$ cat config.mk
export PLATFORM = sky130hd
export DESIGN_NAME = qpr_sum
export DESIGN_NICKNAME = d
export VERILOG_FILES = /design/src/rtl/qpr_pkg.sv /design/src/rtl/qpr_sum.sv
export SDC_FILE = /design/constraint.sdc
export NUM_CORES = 1
export LEC_CHECK = 0
export ABC_AREA = 1
export BUFFER_PORTS_ARGS = -buffer_cell sky130_fd_sc_hd__clkbuf_2
export CAP_MARGIN = 0
export CELL_PAD_IN_SITES_DETAIL_PLACEMENT = 1
export CELL_PAD_IN_SITES_GLOBAL_PLACEMENT = 1
export CORE_AREA = 2 2 293 295
export DETAILED_ROUTE_END_ITERATION = 7
export DIE_AREA = 0 0 295 297
export PLACE_DENSITY = 0.59
export SLEW_MARGIN = 0
export SYNTH_ARGS = -nofsm -noshare
export SYNTH_HDL_FRONTEND = slang
export SYNTH_SLANG_ARGS = --single-unit
$ cat constraint.sdc
create_clock -name clk_i -period 1.2 [get_ports clk_i]
set_input_delay 0.18 -clock clk_i [delete_from_list [all_inputs] [get_ports clk_i]]
set_output_delay 0.18 -clock clk_i [all_outputs]
set_load 0.01 [all_outputs]
$ cat src/rtl/qpr_pkg.sv
// Package for the quaternion product and rotate block.
// Holds the mode codes, the stage control struct and the Hamilton product term tables.
// Depends on nothing.
package qpr_pkg;

  typedef enum logic {
    MODE_PRODUCT = 1'b0,
    MODE_ROTATE  = 1'b1
  } mode_e;

  // Control that travels alongside the data through every pipeline stage.
  typedef struct packed {
    logic  valid;
    mode_e mode;
    logic  sat;
  } stage_ctl_t;

  localparam int unsigned NUM_COMP  = 4;
  localparam int unsigned NUM_TERMS = 16;

  // Term j of output component j/4 is (+/-) a[HAM_A_IDX[j]] * b[HAM_B_IDX[j]].
  localparam logic [1:0] HAM_A_IDX [NUM_TERMS] = '{
    2'd0, 2'd1, 2'd2, 2'd3,
    2'd0, 2'd1, 2'd2, 2'd3,
    2'd0, 2'd2, 2'd3, 2'd1,
    2'd0, 2'd3, 2'd1, 2'd2
  };
  localparam logic [1:0] HAM_B_IDX [NUM_TERMS] = '{
    2'd0, 2'd1, 2'd2, 2'd3,
    2'd1, 2'd0, 2'd3, 2'd2,
    2'd2, 2'd0, 2'd1, 2'd3,
    2'd3, 2'd0, 2'd2, 2'd1
  };
  localparam logic HAM_NEG [NUM_TERMS] = '{
    1'b0, 1'b1, 1'b1, 1'b1,
    1'b0, 1'b0, 1'b0, 1'b1,
    1'b0, 1'b0, 1'b0, 1'b1,
    1'b0, 1'b0, 1'b0, 1'b1
  };

endpackage

$ cat src/rtl/qpr_sum.sv
// Summing stage: adds the signed partial products, floors by the fraction bits,
// saturates each component and registers the result. Depends on qpr_pkg.
module qpr_sum #(
  parameter int unsigned W = 16,
  parameter int unsigned F = 14
) (
  input  logic                       clk_i,
  input  logic                       rst_ni,
  input  logic                       en_i,
  input  qpr_pkg::stage_ctl_t        ctl_i,
  input  logic signed [2*W+1:0]      prod_i [16],
  input  logic signed [W-1:0]        side_i [4],
  input  logic                       byp_i,
  output qpr_pkg::stage_ctl_t        ctl_o,
  output logic signed [W-1:0]        comp_o [4],
  output logic signed [W-1:0]        side_o [4]
);
  import qpr_pkg::*;

  localparam int unsigned SW = 2 * W + 3;
  localparam logic signed [SW-1:0] CLIP_HI = {{(SW-W+1){1'b0}}, {(W-1){1'b1}}};
  localparam logic signed [SW-1:0] CLIP_LO = {{(SW-W+1){1'b1}}, {(W-1){1'b0}}};

  stage_ctl_t          ctl_d;
  stage_ctl_t          ctl_q;
  logic signed [W-1:0] comp_d [NUM_COMP];
  logic signed [W-1:0] comp_q [NUM_COMP];
  logic signed [W-1:0] side_q [NUM_COMP];
  logic signed [SW-1:0] sum   [NUM_COMP];
  logic signed [SW-1:0] shf   [NUM_COMP];
  logic [NUM_COMP-1:0]  clip;

  always_comb begin
    for (int k = 0; k < NUM_COMP; k++) begin
      sum[k] = '0;
      for (int j = 0; j < 4; j++) begin
        if (HAM_NEG[4*k+j]) begin
          sum[k] = sum[k] - SW'(prod_i[4*k+j]);
        end else begin
          sum[k] = sum[k] + SW'(prod_i[4*k+j]);
        end
      end
      shf[k] = sum[k] >>> F;
      if (shf[k] > CLIP_HI) begin
        clip[k]   = 1'b1;
        comp_d[k] = CLIP_HI[W-1:0];
      end else if (shf[k] < CLIP_LO) begin
        clip[k]   = 1'b1;
        comp_d[k] = CLIP_LO[W-1:0];
      end else begin
        clip[k]   = 1'b0;
        comp_d[k] = shf[k][W-1:0];
      end
      // When bypassed, the component computed earlier passes through unchanged.
      if (byp_i) begin
        comp_d[k] = side_i[k];
      end
    end
    ctl_d     = ctl_i;
    ctl_d.sat = ctl_i.sat | (!byp_i & (|clip));
  end

  always_ff @(posedge clk_i or negedge rst_ni) begin
    if (!rst_ni) begin
      ctl_q <= '0;
    end else if (en_i) begin
      ctl_q <= ctl_d;
    end
  end

  always_ff @(posedge clk_i) begin
    if (en_i) begin
      comp_q <= comp_d;
      side_q <= side_i;
    end
  end

  assign ctl_o  = ctl_q;
  assign comp_o = comp_q;
  assign side_o = side_q;

endmodule

# Word-level counts from Yosys, hierarchy flattened
# Index checks and enable logic that the tools add are counted.
word_totals:
  word_cells: 55
  inputBits: 615
  ram_bits: 0
  out_inout_bits: 131
  rom_bits: 0
  register_bits: 131
  mem_count: 0
  latch_bits: 0
op_classes:
  n_eq_ne: 0
  n_reduce_logical: 2
  addsub: 12
  n_lt_le_gt_ge: 8
  shifts: 0
  bitwise: 2
  n_mul: 0
  div_mod_pow: 0
  n_mux: 20
ops:
  columns: ["op", "count"]
  rows:
  - ["$mux 16", 12]
  - ["$sub 35x34->35", 5]
  - ["$add 34x34->35", 3]
  - ["$add 35x34->35", 3]
  - ["$gt 21x16->1 const B", 4]
  - ["$lt 21x16->1 const B", 4]
  - ["$sub 34x34->35", 1]
  - ["$mux 1", 8]
  - ["$reduce_or 4->1", 1]
  - ["$and 1x1->1", 1]
  - ["$logic_not 1->1", 1]
  - ["$or 1x1->1", 1]

# Depth between registers and ports, before layout
# Gate-level depths: netlist of run 1.
logic_depth:
  depth_word: 9
  depth_mapped: 26

# Worst setup path after synthesis of run 1
# No wires, ideal clock.
synth_timing:
  kind: "input-to-reg"
  startpoint: "in prod_i[294] (netlist bit)"
  endpoint: "reg comp_q, in the netlist comp_o[36], data pin"
  setup_ns: 0.256
  required_ns: 0.944
  cell_stages: 19
  arrival_ns: 3.020
  slack_ns: -2.076
  n_path_buf: 1
  cell_sequence: "inv_1 > fa_1 > inv_1 > fa_1 > inv_1 > ha_1 > a21oi_1 > inv_1 > a21oi_1 > nand2_1 > a21oi_1 > nand2_1 > nand2_1 > nand2_1 > nor2_1 > nand3_2 > a21oi_4 > buf_6 > a21oi_2"
synth_rtl:
  columns: ["item", "line", "rtl"]
  rows:
  - ["start, declared", "qpr_sum.sv:11", "input logic signed [2*W+1:0] prod_i [16],"]
  - ["end signal, assigned", "qpr_sum.sv:73", "comp_q <= comp_d;"]
  - ["end, declared", "qpr_sum.sv:27", "logic signed [W-1:0] comp_q [NUM_COMP];"]

==> reports/results.tsv, run 1 <==
stage	metric	value	unit
pwr	Int Pwr	32.6	mW
clocking	clock tree from TritonCTS	done	
sta	Sum Neg Setup Slack	-128.49	ns
synthesis	top cells by area, synth	fa_1, edfxtp_1, inv_1, nand2_1, ha_1	
route	DRT met1 WL	36700	µm
grt	first-pass GRT wire length	137000	µm
run	Max-cap violations	0	
hold_path	Hold Path Class	input pin to flop	
sta	relative slew slack	66.4	%
synthesis	Post-synth ARST share	2.29	%
die	number of I/O pins	746	
route	DR WL/cell	17.6	µm
sta	RSZ-0062 raised after global routing	true	
sta	worst-margin pin slew	0.503	ns
critical_path	WS Path Type	input pin to flop	
route	first-pass detailed-route iteration total	4	
route	met2 WL post-DR	47700	µm
final_layout	share of layout cells above drive strength 1	46.6	%
final_layout	final net count	5018	
critical_path	Largest stage delay, worst path	0.56	ns
final_layout	Non-Filler Instances	5160	
final_layout	cell area after layout	34500	µm²
synthesis	Synth top cells by count	inv_1, nand2_1, fa_1	
synthesis	Synth Area per Inst	7.55	µm²
pwr	clock power share	8.7	%
critical_path	critical path endpoint category	flop	
critical_path	largest delay contributor family on the critical path	adder cells	
critical_path	most frequent CP cell	inv_2	
pwr	Switching Power	30.4	mW
clocking	CTS Sinks	131	
die	core footprint	84500	µm²
route	Residual DRC	0	
synthesis	Synth Warn #	0	
pwr	switching share of power	48.3	%
place	hpwl dp	79300	µm
grt	initial antenna violation count	7	
clocking	clock slew at reported path FFs	0.07	ns
die	Cell Rows	107	
synthesis	Synth Register Bits	131	
synthesis	most common cell in the netlist	inv_1	
critical_path	Critical Path Start Type	input pin	
clocking	H-tree levels	4	
pwr	pwr dens	1830	nW/µm²
die	Die Ht	297	µm
route	final wirelength	90600	µm
synthesis	cell area after synthesis	20800	µm²
die	Die ar.	87600	µm²
synthesis	Synth cell types	46	
sta	Max Fclk	309	MHz
sta	Period minus WS final	3.24	ns
sta	Fin. Hold Viols	0	
grt	largest net degree at the start of global routing	41	
pwr	Comb power frac	81.0	%
place	placed cells	5008	
critical_path	R2R setup slack	0.36	ns
final_layout	Finished Core Util	40.8	%
critical_path	Critical Path Fanout Max	8	
critical_path	worst path bufs/invs	7	
die	Initial Util	24.7	%
critical_path	worst path required time	1.44	ns
route	via count	21966	
critical_path	critical-path cell list	buf_6 > fa_1 > inv_2 > fa_1 > inv_2 > ha_4 > a21oi_4 > nor2_4 > nor2_4 > inv_2 > a21oi_2 > nor2_2 > nor2_2 > nand3_2 > buf_6 > xnor2_4 > a21oi_4 > buf_12 > buf_12 > a21oi_2	
pwr	Seq pwr share	10.3	%
clocking	CTS Root Cell	clkbuf_16	
critical_path	CP max-delay cell	fa_1	
pwr	static leakage	17.8	nW
place	IO buf count	745	
route	DR WL met3	4210	µm
sta	Max Slew Vio Count	0	
synthesis	Post-synth EDFFs	128	
sta	Final WS setup	-2.04	ns
clocking	CTS max path bufs	2	
place	global placement routability congestion	0.883	
route	antenna-violating nets left	0	
sta	Max Clock Skew	0	ns
clocking	number of CTS-inserted buffers	17	
run_status	status	finished with violations	
synthesis	sequential area share after synthesis	18.8	%
synthesis	ys flop type	edfxtp_1	
sta	final setup fails	75	
grt	vias in the first global route	24710	
synthesis	Synth top area share	25.4	%
synthesis	Mapped Cells	2762	
route	Initial DRC Count	624	
pwr	worst vdd rail ir drop	1.09	mV
place	Placed Area	30300	µm²
route	via/cell ratio	4.26	
run_status	failing checks	negative setup slack	
final_layout	Area Overhead vs Synth	65.3	%
synthesis	Syn Nets	3779	
grt	overflow left after global routing	0	
sta	period utilization	270	%
synthesis	Synth area leader	fa_1	
clocking	Worst-Skew Late Latency	0.49	ns
route	max layer used	met5	
die	DIE WIDTH	295	µm
critical_path	Worst EP arrival	3.48	ns
grt	GRT Util Overall	20.5	%
-- cells in the final DEF, fill, tap and decap left out, drive strengths merged, types with 18 or more instances in the layout --
master / n
inv: 792
o21ai: 63
buf: 452
clkbuf: 740
a31oi: 35
a21oi: 209
o21bai: 22
nor3: 18
xnor2: 33
dlygate4sd3: 63
edfxtp: 128
nand3: 80
xor2: 40
nand2: 624
fa: 264
nor2: 251
ha: 138
-- flip-flops by register name (all words and copies together), names as in the netlist --
name,count
comp_o,64
side_o,64
ctl_o,3
-- layout make-up --
type,instances,area (µm²)
antenna,2,5.00
multi-input combinational,1825,17400
fill,10219,50000
inverter,789,2990
tap,1144,1430
timing repair buffer,1237,8120
clock inverter,14,154
clock buffer,18,429
sequential,131,3920
-- timing repair --
action,4_1_cts,5_1_grt
gates resized for setup,265,332
cloned,5,1
setup endpoints to repair,187,178
pin swaps,97,195
hold endpoints to repair,73,0
setup buffers,27,25
hold buffers,63,0
-- final timing paths --
check                             end   startpoint  cells past startpoint
max                        comp_o[25]  prod_i[189]                     20
min                        side_o[32]   side_i[32]                      1
max reg2reg                  ctl_o[0]     ctl_o[0]                      3
min reg2reg                  ctl_o[1]     ctl_o[1]                      2
max in group asynchronous    ctl_o[1]       rst_ni                      2
min in group asynchronous    ctl_o[0]       rst_ni                      2
-- power groups by stage --
stage,combinational [mW],clock [mW],sequential [mW]
detailed placement,41.1,0,6.57
global route,55.8,5.76,6.56
floorplan,22.5,0,7.00
finish,51.1,5.51,6.46
CTS,46.8,5.68,6.48
global placement,40.8,0,6.53
-- cells by family (layout without fill, tap and decap cells) --
group	Yosys count	in the layout	synth area share, %
buffers and inverters	809	2058	14.8
XOR/XNOR	73	73	3.10
flip-flops	131	131	18.8
AO/OA/AOI/OAI	351	352	9.78
other	0	2	0
AND/OR/NAND/NOR	996	998	19.8
adder cells (fa/ha/maj)	402	402	33.6
-- worst register-to-register path, delay by kind of cell, from the launching register on --
kind / cells / cell delay, ns
DFF: 1 / 0.47
buffers and inverters: 1 / 0.12
and+or+nand+nor: 1 / 0.11
AOI/OAI and AO/OA: 1 / 0.03
-- metrics by stage --
step / power (mW) / setup WS (ns) / hold slack [ns]
after floorplan: 29.5 / -2.03 / -0.116
final: 63.0 / -2.04 / 0.0342
after CTS: 59.0 / -2.03 / 0.00467
after detailed placement: 47.6 / -3.00 / 0.0508
after global placement: 47.3 / -2.98 / 0.0563
after global routing: 68.2 / -2.17 / 0.0400
-- layer usage --
layer,GRT usage (%),vias up
met3,3.13,89
met2,38.4,512
met1,23.9,10537
li1,-,10824
met4,5.59,4
met5,0,-
Power figures use the tool's default switching activity.
==> run 2: changes to the inputs <==
--- a/config.mk
+++ b/config.mk
@@ -7,7 +7,7 @@
 export LEC_CHECK = 0
 export ABC_AREA = 1
 export BUFFER_PORTS_ARGS = -buffer_cell sky130_fd_sc_hd__clkbuf_2
-export CAP_MARGIN = 0
+export CAP_MARGIN = 5
 export CELL_PAD_IN_SITES_DETAIL_PLACEMENT = 1
 export CELL_PAD_IN_SITES_GLOBAL_PLACEMENT = 1
 export CORE_AREA = 2 2 293 295
==> constraint.sdc (replaced) <==
create_clock -name clk_i -period 1.2 [get_ports clk_i]
set_input_delay 0.18 -clock clk_i [delete_from_list [all_inputs] [get_ports clk_i]]
set_output_delay 0.18 -clock clk_i [all_outputs]
set_load 0.02 [all_outputs]
==> run 2 against run 1 <==
  * The run still ends with negative setup slack left
  * Design area rose by 1.8%
  * Setup slack lost 0.0039 ns
  * Wire length increased by 0.79%
  * Clock skew is the same
  * Count of clock-buffer cells in the layout is the same
  * Critical path depth unchanged
  * Via count grew 0.26%
  * Sequential cell count unchanged
  * Clock power hardly changed
  * Cell count unchanged
  * Sequential share of layout area shrank 0.21 points
  * Sequential power rose by 3%
==> reports/results.tsv, run 2 (synthesized netlist as in run 1, its figures left out) <==
stage	metric	value	unit	change
place	placed cells	5008		unchanged
route	antenna-violating nets left	0		unchanged
final_layout	share of layout cells above drive strength 1	46.7	%	was 46.6%
final_layout	most common cell after layout, fill and taps aside	inv_1		was clkbuf_2
sta	final setup fails	117		was 75
route	Initial DRC Count	588		was 624
sta	worst-margin pin slew	0.518	ns	was 0.503 ns
critical_path	Largest stage delay, worst path	0.56	ns	about the same
clocking	Worst-Skew Late Latency	0.49	ns	about the same
place	global placement routability congestion	0.883		unchanged
critical_path	worst path required time	1.44	ns	about the same
clocking	clock tree from TritonCTS	done		unchanged
critical_path	Critical Path Fanout Max	8		unchanged
route	DR WL/cell	17.7	µm	was 17.6 µm
sta	Final WS setup	-2.04	ns	about the same
final_layout	Non-Filler Instances	5160		unchanged
pwr	worst vdd rail ir drop	1.09	mV	about the same
clocking	CTS Sinks	131		unchanged
route	via count	22023		was 21966
sta	Max Fclk	308	MHz	was 309 MHz
grt	overflow left after global routing	0		unchanged
pwr	Switching Power	31.1	mW	was 30.4 mW
run	Max-cap violations	0		unchanged
critical_path	Critical Path Start Type	input pin		unchanged
place	IO buf count	745		unchanged
pwr	Seq pwr share	10.3	%	about the same
critical_path	CP max-delay cell	fa_1		unchanged
die	DIE WIDTH	295	µm	unchanged
route	Residual DRC	0		unchanged
route	first-pass detailed-route iteration total	4		unchanged
hold_path	Hold Path Class	input pin to flop		unchanged
clocking	number of CTS-inserted buffers	17		unchanged
place	hpwl dp	79300	µm	unchanged
pwr	switching share of power	48.2	%	was 48.3%
sta	relative slew slack	65.4	%	was 66.4%
pwr	Comb power frac	81.2	%	was 81.0%
die	Die ar.	87600	µm²	unchanged
sta	period utilization	270	%	about the same
route	via/cell ratio	4.27		was 4.26
pwr	Int Pwr	33.4	mW	was 32.6 mW
pwr	pwr dens	1840	nW/µm²	was 1830 nW/µm²
critical_path	most frequent CP cell	inv_2		unchanged
clocking	CTS max path bufs	2		unchanged
die	Die Ht	297	µm	unchanged
final_layout	final net count	5018		unchanged
die	number of I/O pins	746		unchanged
grt	initial antenna violation count	7		unchanged
sta	Max Slew Vio Count	0		unchanged
sta	Fin. Hold Viols	0		unchanged
sta	RSZ-0062 raised after global routing	true		unchanged
die	Cell Rows	107		unchanged
die	Initial Util	24.7	%	unchanged
pwr	clock power share	8.5	%	was 8.7%
grt	largest net degree at the start of global routing	41		unchanged
clocking	H-tree levels	4		unchanged
critical_path	critical-path cell list	buf_6 > fa_1 > inv_2 > fa_1 > inv_2 > ha_4 > a21oi_4 > nor2_4 > nor2_4 > inv_2 > a21oi_2 > nor2_2 > nor2_2 > nand3_2 > buf_6 > xnor2_4 > a21oi_4 > buf_12 > buf_12 > a21oi_2		unchanged
route	final wirelength	91300	µm	was 90600 µm
clocking	clock slew at reported path FFs	0.07	ns	about the same
sta	Max Clock Skew	0	ns	unchanged
final_layout	Area Overhead vs Synth	68.3	%	was 65.3%
final_layout	most frequent cells in the layout	inv_1, clkbuf_2, nand2_1, buf_4, fa_1		was clkbuf_2, inv_1, nand2_1, buf_4, fa_1
place	DP Worst Slack	-3.00	ns	unchanged
clocking	CTS Root Cell	clkbuf_16		unchanged
grt	first-pass GRT wire length	137000	µm	unchanged
die	core footprint	84500	µm²	unchanged
critical_path	WS Path Type	input pin to flop		unchanged
run_status	failing checks	negative setup slack		unchanged
sta	Period minus WS final	3.24	ns	about the same
critical_path	worst path bufs/invs	7		unchanged
critical_path	critical path endpoint category	flop		unchanged
critical_path	Worst EP arrival	3.48	ns	about the same
grt	GRT Util Overall	20.5	%	about the same
grt	vias in the first global route	24701		was 24710
pwr	static leakage	18.0	nW	was 17.8 nW
critical_path	largest delay contributor family on the critical path	adder cells		unchanged
run_status	status	finished with violations		unchanged
-- run 2: worst paths after layout --
path | startpoint | to | slack (ns) | cells past startpoint
min in group asynchronous | rst_ni | ctl_o[0] | 0.07 | 2
min reg2reg | ctl_o[1] | ctl_o[1] | 0.50 | 2
max | prod_i[189] | comp_o[25] | -2.04 | 20
max in group asynchronous | rst_ni | ctl_o[1] | 0.91 | 2
max reg2reg | ctl_o[0] | ctl_o[0] | 0.35 | 3
min | side_i[32] | side_o[32] | 0.04 | 1
-- run 2: repair_timing --
item | in CTS | in global routing
pin swaps | 97 | 188
hold endpoints to repair | 73 | 0
resized for setup | 281 | 640
buffers inserted | 27 | 26
setup endpoints to repair | 196 | 196
hold buffers | 63 | 0
cloned | 5 | 1
-- run 2: power groups by stage --
| stage | sequential, mW | combinational, mW | clock [mW] |
|---|---|---|---|
| after global routing | 6.72 | 57.1 | 5.76 |
| after CTS | 6.49 | 47.5 | 5.68 |
| after floorplan | 7.66 | 22.5 | 0 |
| after detailed placement | 6.57 | 41.7 | 0 |
| after global placement | 6.53 | 41.4 | 0 |
| final | 6.63 | 52.3 | 5.50 |
-- run 2: cell type report --
class                           instances  area (µm²)
Tap cell                             1144        1430
Clock inverter                         14         154
Clock buffer                           18         429
Timing Repair Buffer                 1237        8790
Antenna cell                            2        5.00
Multi-Input combinational cell       1825       17400
Sequential cell                       131        3920
Fill cell                           10154       49400
Inverter                              789        2990
-- run 2: through the flow --
| step | total power, mW | TNS, ns | hold slack, ns | area [µm²] | utilization (%) |
|---|---|---|---|---|---|
| final | 64.5 | -129.13 | 0.0432 | 35100 | 41.5 |
| after detailed placement | 48.3 | -175.05 | 0.0508 | 30300 | 35.9 |
| after global placement | 47.9 | -173.69 | 0.0563 | 30300 | 35.9 |
| after global routing | 69.6 | -142.59 | 0.0405 | 35100 | 41.5 |
| after floorplan | 30.2 | -121.62 | -0.116 | 22300 | - |
| after CTS | 59.7 | -132.75 | 0.00467 | 33000 | 39.0 |
-- run 2: metal layers --
metal  routed length [µm]  vias to the layer above  global-route usage, %
met4                 2100                        4                   5.53
met2                48200                      512                   38.4
met5                   27                        -                      0
li1                     -                    10823                      -
met1                36700                    10594                   23.9
met3                 4260                       90                   3.09
-- run 2: worst reg2reg max path, cell delays in order, from the launching register on --
cell	delay, ns
dfrtp_2	0.48
nor2_1	0.11
buf_4	0.12
a21oi_2	0.03
